--- src/rtl/core/imurlb_pkg.sv ---
// ----------------------------------------------------------------------------
// imurlb_pkg
// Shared types, widths and constants of the IMU sample conditioner: axis
// remap, acceleration low-pass and gyro bias tracking.
// ----------------------------------------------------------------------------
package imurlb_pkg;

  localparam int SAMPLE_W   = 24;
  localparam int AXES       = 3;
  localparam int AX_W       = 2;
  localparam int UP_SH      = 8;
  localparam int ACC_W      = SAMPLE_W + UP_SH;
  localparam int DIFF_W     = ACC_W + 1;
  localparam int UPD_W      = ACC_W + 2;

  localparam int MAP_W      = 9;
  localparam int NEG_BIT    = 2 * AXES;
  localparam int CUT_W      = 14;
  localparam int LIMIT_W    = 23;
  localparam int LEARN_W    = 16;
  localparam int CFG_IDX_W  = 3;
  localparam int CFG_DATA_W = 23;

  localparam int DT_IN_W    = 20;
  localparam int DT_W       = 16;
  localparam int P_W        = 30;
  localparam int GAIN_W     = 19;
  localparam int GAIN_SH    = 16;
  localparam int X_W        = 33;
  localparam int ALPHA_W    = 24;
  localparam int DEN_W      = X_W + 1;
  localparam int REM_W      = DEN_W + 1;

  localparam int MUL_A_W    = DIFF_W;
  localparam int MUL_B_W    = ALPHA_W;
  localparam int PROD_W     = MUL_A_W + MUL_B_W;
  localparam int NORM_W     = 2 * SAMPLE_W + 2;
  localparam int CNT_W      = 5;

  localparam logic [GAIN_W-1:0]  GAIN_Q40 = GAIN_W'(431777);
  localparam logic [DT_IN_W-1:0] DT_MIN   = DT_IN_W'(10);
  localparam logic [DT_IN_W-1:0] DT_MAX   = DT_IN_W'(50000);
  localparam logic [DEN_W-1:0]   DEN_ONE  = DEN_W'(1) << ALPHA_W;

  localparam logic [CNT_W-1:0] CNT_AXES    = CNT_W'(AXES);
  localparam logic [CNT_W-1:0] CNT_LIMIT   = CNT_W'(AXES);
  localparam logic [CNT_W-1:0] CNT_NORM_CMP = CNT_W'(AXES + 1);
  localparam logic [CNT_W-1:0] CNT_ALPHA_P = CNT_W'(0);
  localparam logic [CNT_W-1:0] CNT_ALPHA_X = CNT_W'(1);
  localparam logic [CNT_W-1:0] CNT_ALPHA_D = CNT_W'(2);
  localparam logic [CNT_W-1:0] CNT_DIV_END = CNT_W'(ALPHA_W - 1);

  localparam logic [1:0] SEL_ZERO = 2'd3;

  localparam logic [MAP_W-1:0]   MAP_RST   = MAP_W'(36);
  localparam logic [CUT_W-1:0]   CUT_RST   = CUT_W'(320);
  localparam logic [LIMIT_W-1:0] LIMIT_RST = LIMIT_W'(1638);
  localparam logic [LEARN_W-1:0] LEARN_RST = LEARN_W'(66);

  typedef logic signed [SAMPLE_W-1:0] sample_t;
  typedef sample_t [AXES-1:0]         vec_t;
  typedef logic signed [ACC_W-1:0]    acc_t;
  typedef acc_t [AXES-1:0]            accv_t;

  localparam sample_t SAMPLE_MAX = {1'b0, {(SAMPLE_W-1){1'b1}}};
  localparam sample_t SAMPLE_MIN = {1'b1, {(SAMPLE_W-1){1'b0}}};

  typedef enum logic [CFG_IDX_W-1:0] {
    CFG_FILTER_EN  = 3'd0,
    CFG_AXIS_MAP   = 3'd1,
    CFG_CUTOFF     = 3'd2,
    CFG_RATE_LIMIT = 3'd3,
    CFG_LEARN_RATE = 3'd4
  } cfg_idx_t;

  typedef enum logic [2:0] {
    S_IDLE,
    S_NORM,
    S_ALPHA,
    S_DIV,
    S_LPF,
    S_BIAS,
    S_DONE
  } state_t;

  // floor(d / 256) saturated to the sample range
  function automatic sample_t sat_shift(input logic signed [DIFF_W-1:0] d);
    logic signed [DIFF_W-1:0] s;
    sample_t r;
    s = d >>> UP_SH;
    if (s[DIFF_W-1:SAMPLE_W-1] == '0 || s[DIFF_W-1:SAMPLE_W-1] == '1) begin
      r = s[SAMPLE_W-1:0];
    end else if (s[DIFF_W-1]) begin
      r = SAMPLE_MIN;
    end else begin
      r = SAMPLE_MAX;
    end
    return r;
  endfunction

endpackage

--- src/rtl/core/imurlb_remap.sv ---
// ----------------------------------------------------------------------------
// imurlb_remap
// Signed axis permutation of one three-axis vector: per output axis a source
// select (or zero) and an optional negation that saturates.
// ----------------------------------------------------------------------------
module imurlb_remap import imurlb_pkg::*; (
  input  logic [MAP_W-1:0] axis_map,
  input  vec_t             src,
  output vec_t             dst
);

  for (genvar i = 0; i < AXES; i++) begin : g_axis
    logic [1:0] sel;
    sample_t    pick;

    assign sel  = axis_map[2*i +: 2];
    assign pick = (sel == SEL_ZERO) ? SAMPLE_W'(0) : src[sel];
    assign dst[i] = !axis_map[NEG_BIT+i] ? pick :
                    (pick == SAMPLE_MIN) ? SAMPLE_MAX : -pick;
  end

endmodule

--- src/rtl/core/imu_axis_remap_lowpass_bias_core.sv ---
// ----------------------------------------------------------------------------
// imu_axis_remap_lowpass_bias_core
// IMU sample conditioner: axis remap, first-order acceleration low-pass and
// gyro bias tracking, on one shared multiplier and a radix-2 divider.
// Flow: with filtering off an accepted item goes straight to the done state;
//   with filtering on it passes norm, alpha, divide, low-pass and bias (the
//   first filtered item skips alpha and the low-pass update).
// Occupancy: one item at a time; the 24-step alpha divide and the sequence of
//   twelve multiplies on the single multiplier set how long each item takes.
// Reset: synchronous active-low; registers to reset values, filter unloaded,
//   bias zero.
// ----------------------------------------------------------------------------
module imu_axis_remap_lowpass_bias_core import imurlb_pkg::*; (
  input  logic                  clk,
  input  logic                  rst_n,

  input  logic                  in_valid,
  output logic                  in_ready,
  input  sample_t               in_acc_x,
  input  sample_t               in_acc_y,
  input  sample_t               in_acc_z,
  input  sample_t               in_rate_x,
  input  sample_t               in_rate_y,
  input  sample_t               in_rate_z,
  input  logic [DT_IN_W-1:0]    in_elapsed_us,

  output logic                  out_valid,
  input  logic                  out_ready,
  output sample_t               out_filt_acc_x,
  output sample_t               out_filt_acc_y,
  output sample_t               out_filt_acc_z,
  output sample_t               out_corr_rate_x,
  output sample_t               out_corr_rate_y,
  output sample_t               out_corr_rate_z,

  input  logic                  cfg_we,
  input  logic [CFG_IDX_W-1:0]  cfg_index,
  input  logic [CFG_DATA_W-1:0] cfg_data
);

  // configuration
  logic                filter_en_r;
  logic [MAP_W-1:0]    axis_map_r;
  logic [CUT_W-1:0]    cutoff_r;
  logic [LIMIT_W-1:0]  limit_r;
  logic [LEARN_W-1:0]  learn_rate_r;

  // control
  state_t              state_r, state_nxt;
  logic [CNT_W-1:0]    cnt_r, cnt_nxt;
  logic                out_valid_r, out_valid_nxt;
  logic                lp_loaded_r, lp_loaded_nxt;
  logic                fen_r, fen_nxt;
  logic                learn_ok_r, learn_ok_nxt;

  // datapath
  vec_t                acc_r, acc_nxt;
  vec_t                rate_r, rate_nxt;
  logic [DT_W-1:0]     dt_r, dt_nxt;
  logic [PROD_W-1:0]   prod_r, prod_nxt;
  logic [NORM_W-1:0]   norm_r, norm_nxt;
  logic [ALPHA_W-1:0]  q_r, q_nxt;
  logic [REM_W-1:0]    rem_r, rem_nxt;
  logic [DEN_W-1:0]    den_r, den_nxt;
  accv_t               lp_r, lp_nxt;
  accv_t               bias_r, bias_nxt;
  acc_t                base_r, base_nxt;
  logic                neg_r, neg_nxt;
  vec_t                oacc_r, oacc_nxt;
  vec_t                orate_r, orate_nxt;

  vec_t                acc_map, rate_map;
  logic                accept;
  logic                out_load;
  logic [AX_W-1:0]     ax_iss, ax_wr;
  logic [MUL_A_W-1:0]  mul_a;
  logic [MUL_B_W-1:0]  mul_b;
  sample_t             iss_smp;
  acc_t                iss_up, iss_base;
  logic [DIFF_W-1:0]   diff;
  logic [DIFF_W-1:0]   diff_mag;
  sample_t             rate_sel;
  logic [SAMPLE_W-1:0] rate_mag;
  logic [ACC_W-1:0]    upd_q;
  logic [UPD_W-1:0]    upd_sum;
  logic [REM_W-1:0]    rem_sh;
  logic [X_W-1:0]      x24;
  logic [DT_IN_W-1:0]  dt_clamp;

  imurlb_remap u_remap_acc (
    .axis_map (axis_map_r),
    .src      ({in_acc_z, in_acc_y, in_acc_x}),
    .dst      (acc_map)
  );

  imurlb_remap u_remap_rate (
    .axis_map (axis_map_r),
    .src      ({in_rate_z, in_rate_y, in_rate_x}),
    .dst      (rate_map)
  );

  assign accept   = in_valid && in_ready;
  assign out_load = (state_r == S_DONE) && (!out_valid_r || out_ready);
  assign ax_iss   = (cnt_r[AX_W-1:0] == SEL_ZERO) ? AX_W'(0) : cnt_r[AX_W-1:0];
  assign ax_wr    = cnt_r[AX_W-1:0] - AX_W'(1);

  // next state
  always_comb begin
    state_nxt = state_r;
    unique case (state_r)
      S_IDLE:  if (accept) state_nxt = filter_en_r ? S_NORM : S_DONE;
      S_NORM:  if (cnt_r == CNT_NORM_CMP) state_nxt = lp_loaded_r ? S_ALPHA : S_BIAS;
      S_ALPHA: if (cnt_r == CNT_ALPHA_D) state_nxt = S_DIV;
      S_DIV:   if (cnt_r == CNT_DIV_END) state_nxt = S_LPF;
      S_LPF:   if (cnt_r == CNT_AXES) state_nxt = S_BIAS;
      S_BIAS:  if (cnt_r == CNT_AXES) state_nxt = S_DONE;
      S_DONE:  if (out_load) state_nxt = S_IDLE;
      default: state_nxt = S_IDLE;
    endcase
  end

  // handshake and multiplier operands
  always_comb begin
    in_ready = (state_r == S_IDLE);
    mul_a    = '0;
    mul_b    = '0;
    unique case (state_r)
      S_NORM: begin
        if (cnt_r == CNT_LIMIT) begin
          mul_a = MUL_A_W'(limit_r);
          mul_b = MUL_B_W'(limit_r);
        end else begin
          mul_a = MUL_A_W'(rate_mag);
          mul_b = MUL_B_W'(rate_mag);
        end
      end
      S_ALPHA: begin
        if (cnt_r == CNT_ALPHA_P) begin
          mul_a = MUL_A_W'(dt_r);
          mul_b = MUL_B_W'(cutoff_r);
        end else begin
          mul_a = MUL_A_W'(prod_r[P_W-1:0]);
          mul_b = MUL_B_W'(GAIN_Q40);
        end
      end
      S_LPF: begin
        mul_a = diff_mag;
        mul_b = q_r;
      end
      S_BIAS: begin
        mul_a = diff_mag;
        mul_b = MUL_B_W'(learn_rate_r);
      end
      default: begin
        mul_a = '0;
        mul_b = '0;
      end
    endcase
  end

  // issue side: difference of the selected axis against its state
  always_comb begin
    rate_sel = $signed(rate_r[ax_iss]);
    rate_mag = rate_sel[SAMPLE_W-1] ? SAMPLE_W'(-rate_sel) : rate_sel;
    iss_smp  = (state_r == S_LPF) ? $signed(acc_r[ax_iss]) : rate_sel;
    iss_up   = {iss_smp, {UP_SH{1'b0}}};
    iss_base = (state_r == S_LPF) ? $signed(lp_r[ax_iss]) : $signed(bias_r[ax_iss]);
    diff     = {iss_up[ACC_W-1], iss_up} - {iss_base[ACC_W-1], iss_base};
    diff_mag = diff[DIFF_W-1] ? -diff : diff;
  end

  // consume side: state update from the registered product
  always_comb begin
    upd_q   = (state_r == S_LPF) ? prod_r[ALPHA_W +: ACC_W] : prod_r[LEARN_W +: ACC_W];
    upd_sum = {{2{base_r[ACC_W-1]}}, base_r} +
              (neg_r ? -{2'b00, upd_q} : {2'b00, upd_q});
    rem_sh  = {rem_r[REM_W-2:0], 1'b0};
    x24     = prod_r[GAIN_SH +: X_W];
    if (in_elapsed_us < DT_MIN) begin
      dt_clamp = DT_MIN;
    end else if (in_elapsed_us > DT_MAX) begin
      dt_clamp = DT_MAX;
    end else begin
      dt_clamp = in_elapsed_us;
    end
  end

  // datapath next values
  always_comb begin
    cnt_nxt       = cnt_r + CNT_W'(1);
    out_valid_nxt = out_valid_r && !out_ready;
    lp_loaded_nxt = lp_loaded_r;
    fen_nxt       = fen_r;
    learn_ok_nxt  = learn_ok_r;
    acc_nxt       = acc_r;
    rate_nxt      = rate_r;
    dt_nxt        = dt_r;
    prod_nxt      = mul_a * mul_b;
    norm_nxt      = norm_r;
    q_nxt         = q_r;
    rem_nxt       = rem_r;
    den_nxt       = den_r;
    lp_nxt        = lp_r;
    bias_nxt      = bias_r;
    base_nxt      = iss_base;
    neg_nxt       = diff[DIFF_W-1];
    oacc_nxt      = oacc_r;
    orate_nxt     = orate_r;

    if (state_nxt != state_r) begin
      cnt_nxt = '0;
    end

    unique case (state_r)
      S_IDLE: begin
        if (accept) begin
          acc_nxt  = acc_map;
          rate_nxt = rate_map;
          dt_nxt   = dt_clamp[DT_W-1:0];
          fen_nxt  = filter_en_r;
          norm_nxt = '0;
        end
      end
      S_NORM: begin
        if (cnt_r != '0 && cnt_r <= CNT_AXES) begin
          norm_nxt = norm_r + NORM_W'(prod_r[2*SAMPLE_W-1:0]);
        end
        if (cnt_r == CNT_NORM_CMP) begin
          learn_ok_nxt = norm_r < NORM_W'(prod_r[2*LIMIT_W-1:0]);
          if (!lp_loaded_r) begin
            lp_loaded_nxt = 1'b1;
            for (int i = 0; i < AXES; i++) begin
              lp_nxt[i] = {acc_r[i], {UP_SH{1'b0}}};
            end
          end
        end
      end
      S_ALPHA: begin
        if (cnt_r == CNT_ALPHA_D) begin
          rem_nxt = REM_W'(x24);
          den_nxt = DEN_ONE + DEN_W'(x24);
          q_nxt   = '0;
        end
      end
      S_DIV: begin
        if (rem_sh >= {1'b0, den_r}) begin
          rem_nxt = rem_sh - {1'b0, den_r};
          q_nxt   = {q_r[ALPHA_W-2:0], 1'b1};
        end else begin
          rem_nxt = rem_sh;
          q_nxt   = {q_r[ALPHA_W-2:0], 1'b0};
        end
      end
      S_LPF: begin
        if (cnt_r != '0) begin
          lp_nxt[ax_wr] = upd_sum[ACC_W-1:0];
        end
      end
      S_BIAS: begin
        if (cnt_r != '0 && learn_ok_r) begin
          bias_nxt[ax_wr] = upd_sum[ACC_W-1:0];
        end
      end
      S_DONE: begin
        if (out_load) begin
          out_valid_nxt = 1'b1;
          for (int i = 0; i < AXES; i++) begin
            if (fen_r) begin
              oacc_nxt[i]  = lp_r[i][ACC_W-1:UP_SH];
              orate_nxt[i] = sat_shift({rate_r[i][SAMPLE_W-1], rate_r[i], {UP_SH{1'b0}}} -
                                       {bias_r[i][ACC_W-1], bias_r[i]});
            end else begin
              oacc_nxt[i]  = acc_r[i];
              orate_nxt[i] = rate_r[i];
            end
          end
        end
      end
      default: begin
        cnt_nxt = '0;
      end
    endcase
  end

  // control registers
  always_ff @(posedge clk) begin
    if (!rst_n) begin
      filter_en_r  <= 1'b0;
      axis_map_r   <= MAP_RST;
      cutoff_r     <= CUT_RST;
      limit_r      <= LIMIT_RST;
      learn_rate_r <= LEARN_RST;
      state_r      <= S_IDLE;
      cnt_r        <= '0;
      out_valid_r  <= 1'b0;
      lp_loaded_r  <= 1'b0;
      fen_r        <= 1'b0;
      learn_ok_r   <= 1'b0;
      lp_r         <= '0;
      bias_r       <= '0;
    end else begin
      if (cfg_we) begin
        unique case (cfg_index)
          CFG_FILTER_EN:  filter_en_r  <= cfg_data[0];
          CFG_AXIS_MAP:   axis_map_r   <= cfg_data[MAP_W-1:0];
          CFG_CUTOFF:     cutoff_r     <= cfg_data[CUT_W-1:0];
          CFG_RATE_LIMIT: limit_r      <= cfg_data[LIMIT_W-1:0];
          CFG_LEARN_RATE: learn_rate_r <= cfg_data[LEARN_W-1:0];
          default: ;
        endcase
      end
      state_r     <= state_nxt;
      cnt_r       <= cnt_nxt;
      out_valid_r <= out_valid_nxt;
      lp_loaded_r <= lp_loaded_nxt;
      fen_r       <= fen_nxt;
      learn_ok_r  <= learn_ok_nxt;
      lp_r        <= lp_nxt;
      bias_r      <= bias_nxt;
    end
  end

  // payload registers
  always_ff @(posedge clk) begin
    acc_r   <= acc_nxt;
    rate_r  <= rate_nxt;
    dt_r    <= dt_nxt;
    prod_r  <= prod_nxt;
    norm_r  <= norm_nxt;
    q_r     <= q_nxt;
    rem_r   <= rem_nxt;
    den_r   <= den_nxt;
    base_r  <= base_nxt;
    neg_r   <= neg_nxt;
    oacc_r  <= oacc_nxt;
    orate_r <= orate_nxt;
  end

  assign out_valid       = out_valid_r;
  assign out_filt_acc_x  = oacc_r[0];
  assign out_filt_acc_y  = oacc_r[1];
  assign out_filt_acc_z  = oacc_r[2];
  assign out_corr_rate_x = orate_r[0];
  assign out_corr_rate_y = orate_r[1];
  assign out_corr_rate_z = orate_r[2];

  a_accept_leaves_idle: assert property (@(posedge clk) disable iff (!rst_n)
    accept |=> state_r != S_IDLE)
    else $error("item accepted but sequencer stayed idle");

  a_loaded_sticky: assert property (@(posedge clk) disable iff (!rst_n)
    lp_loaded_r |=> lp_loaded_r)
    else $error("low-pass loaded flag dropped");

  a_div_rem_bound: assert property (@(posedge clk) disable iff (!rst_n)
    state_r == S_DIV |-> rem_r < {1'b0, den_r})
    else $error("divider remainder not below divisor");

  a_out_from_done: assert property (@(posedge clk) disable iff (!rst_n)
    $rose(out_valid_r) |-> $past(state_r) == S_DONE)
    else $error("result raised outside the done state");

endmodule

--- config.mk ---
export PLATFORM = sky130hd
export DESIGN_NAME = imu_axis_remap_lowpass_bias_core
export DESIGN_NICKNAME = d
export VERILOG_FILES = /design/src/rtl/core/imurlb_pkg.sv /design/src/rtl/core/imurlb_remap.sv /design/src/rtl/core/imu_axis_remap_lowpass_bias_core.sv
export SDC_FILE = /design/constraint.sdc
export NUM_CORES = 2
export LEC_CHECK = 0
export BUFFER_PORTS_ARGS = -buffer_cell sky130_fd_sc_hd__buf_2
export CORE_AREA = 3 3 266 464
export CTS_BUF_LIST = sky130_fd_sc_hd__clkbuf_2 sky130_fd_sc_hd__clkbuf_4 sky130_fd_sc_hd__clkbuf_8
export DETAILED_ROUTE_END_ITERATION = 8
export DIE_AREA = 0 0 269 467
export PLACE_DENSITY = 0.84
export SLEW_MARGIN = 20
export SYNTH_ARGS = -nofsm -noshare
export SYNTH_HDL_FRONTEND = slang
export SYNTH_SLANG_ARGS = --single-unit
--- constraint.sdc ---
create_clock -name clk -period 15.4 [get_ports clk]
set_input_delay 2.31 -clock clk [delete_from_list [all_inputs] [get_ports clk]]
set_output_delay 2.31 -clock clk [all_outputs]
set_load 0.005 [all_outputs]
==> flow_summary.toml <==
[worst_setup_path]
worst_ep_arrival_time_ns = 15.11
cp.buffers_inverters = 10
path_class = "flop to flop"
endpoint_kind = "flop"
cpMaxStageDelayCell = "a221oi_1"
crit_top_cell = "inv_1"
cp_slowest_stage_delay_ns = 0.73
cp.required_ns = 16.24
cpLargestDelayFamily = "compound AO/OA/AOI/OAI gates"
ff2ff_path_depth = 48
reg2reg_slack_ns = 1.13
worstPathMaxFanout = 34
startpoint_type = "flop"
r2r_start = "cnt_r[1]$_SDFF_PP0_"
r2r-end = "prod_r[36]$_DFF_P_"

[place]
place_congestion = 1.14
dp_slack_ns = 1.59
io_buffer_count = 340
dp_hpwl_um = 268000

[layout]
fillers = 9017
nNetsFinal = 10500
mostFrequentLayoutCells = "nand2_1 (1361), inv_1 (1104), fa_1 (682)"
multi_input_area_sq_um = 51800
regArea_sq_um = 20500
layout-drive-gt1-share = 0.103
final_common_cell = "nand2_1"
area_growth_pct = 8.37
finish.utilization = 0.703

[yosys]
synth_warnings = 0
netlist.area_leader.share = 0.175
ys_top_cells_by_area = "fa_1 (18%), edfxtp_1 (17%), dfxtp_1 (9.2%)"
synth-edff-count = 446
async_flop_share = 0
ys_seq_elements = 802
avgSynthCellArea_sq_um = 8.62
synth_area_leader_cell = "fa_1"
ys_seq_area_frac = 0.263
syn_nets = 10400
synthFlopType = "edfxtp_1"
synth.distinct_cells = 92
syn_area_sq_um = 77900
netlist_instances = 9037

[clock_network]
clockRootBuffer = "clkbuf_8"
cts_num_sinks = 802
insertion_delay_ns = 0.94
clk_pin_slew_worst_paths_ns = 0.09
cts_resized = 0
cts_buffer_depth = 3
cts_hold_buf = 0
numCtsBuffers = 116
cts_max_level = 3
post-cts-setup-buffer-count = 0
cts_tree = "built"

[timing]
rsz0062_at_grt = "false"
relSlewSlack = 0.118
worstMarginPinSlew_ns = 1.32
setup_slack_ns = 1.13
setup_violations = 0
tns_ns = 0
clock_skew_ns = 0.0640
post-route-period-util = 0.927
slew_viol_final = 0
clock.fmax_mhz = 70.1
period_minus_slack_ns = 14.27
timing.hold.ws_ns = 0.471
hold_viol_final = 0

[floorplanning]
die_x_um = 269
die_h_um = 467
initial_core_util = 0.649
io-pin-count = 341
core_area_sq_um = 120000
rows = 168
die-area_sq_um = 126000

[global_route]
overflow = 0
grt_pass1_vias = 75600
antenna_found_initial = 39
track_usage = 0.577
grt_start_max_net_pins = 145
grt_pass1_wl_um = 519000

[run]
drv_cap = 0

[detailed_routing]
drt_pass1_iterations = 9
drtAntennaViolNets = 0
drc_errors = 6
avgViaCountPerCell = 6.81
wl_um = 355000
vias = 74600
first_iter_violations = 10700
wl_per_cell_um = 32.4

[outcome]
violations = "DRC"
status = "complete, but fails checks"

[hold_path]
hp-class = "flop to flop"
min_from = "limit_r[18]$_SDFFE_PN0P_"
holdPathStages = 2
min_to = "limit_r[18]$_SDFFE_PN0P_"

[power_and_ir_drop]
finalPower_mw = 11.8
leakage_nw = 36.8
irDropWorstVdd_mv = 0.110
powerDensity_nw_per_um2 = 140
==> cells by family after synthesis <==
family,count (synthesis),share of synthesized area
AOI/OAI and AO/OA,1893,0.153
xor gates and xnor gates,437,0.0491
adders and majority gates,1132,0.248
buffers and inverters,1593,0.0771
DFF,802,0.263
muxes,376,0.0498
and+or+nand+nor,2804,0.160
==> state kept, by name, indices dropped and copies added (netlist names), 32 cells and up <==
name    count
bias_r     96
norm_r     50
den_r      34
acc_r      72
rate_r     72
base_r     32
lp_r       96
prod_r     56
rem_r      34
==> worst max path at each step <==
stage	from	end	slack [ns]	depth (start not counted)
final	cnt_r[1]$_SDFF_PP0_	prod_r[36]$_DFF_P_	1.13	48
after global routing	cnt_r[0]$_SDFF_PP0_	prod_r[50]$_DFF_P_	0.53	45
after CTS	cnt_r[1]$_SDFF_PP0_	prod_r[36]$_DFF_P_	1.52	46
after detailed placement	cnt_r[1]$_SDFF_PP0_	prod_r[36]$_DFF_P_	1.59	46
after global placement	cnt_r[1]$_SDFF_PP0_	prod_r[51]$_DFF_P_	1.69	46
after floorplan	state_r[0]$_SDFF_PN0_	prod_r[51]$_DFF_P_	2.02	49
==> per-layer routing <==
layer,wire length (um),track usage,up-vias,share of wire
met5,166,0.00823,-,0.00047
li1,-,-,30500,-
met3,43700,0.242,2838,0.12
met4,58800,0.694,24,0.17
met2,154000,0.866,6414,0.43
met1,98700,0.543,34900,0.28
==> power breakdown <==
part	total, mW	internal [mW]	switching (mW)	leakage (nW)
clock network	1.98	0.998	0.985	1.34
registers	2.83	2.47	0.359	7.01
logic	7.01	2.20	4.81	28.5
==> final cells by class <==
class / instances / share of cell area
diodes: 36 / 0.00107
clock buffers: 146 / 0.0220
clock inverters: 74 / 0.00889
inverters: 1109 / 0.0494
multi-input cells: 6642 / 0.614
flip-flops and latches: 802 / 0.243
well taps: 1615 / 0.0239
repair buffers: 525 / 0.0376
==> worst reg2reg max path, delay by kind of cell, from the launching register on <==
| kind | cells | cell delay [ns] |
|---|---|---|
| buffers and inverters | 10 | 2.05 |
| and+or+nand+nor | 4 | 0.72 |
| DFF | 1 | 0.35 |
| adders and majority gates | 10 | 4.73 |
| AOI/OAI and AO/OA | 22 | 6.03 |
| xor gates and xnor gates | 2 | 0.33 |
==> cell usage after synthesis (all sizes together), types with 126 or more instances <==
| library cell | n |
|---|---|
| xor2 | 196 |
| dfxtp | 356 |
| inv | 1108 |
| a21o | 126 |
| fa | 682 |
| edfxtp | 446 |
| mux2i | 287 |
| xnor2 | 241 |
| nand2 | 1363 |
| a21oi | 531 |
| o21ai | 534 |
| nor2 | 618 |
| clkbuf | 424 |
| and2 | 190 |
| ha | 450 |
==> metrics by stage <==
stage,area [sq um],instances
floorplan,77900,9037
global placement,81400,10700
detailed placement,81400,10700
CTS,84000,10900
global route,84300,10900
finish,84400,10900
Power figures use the tool's default switching activity.
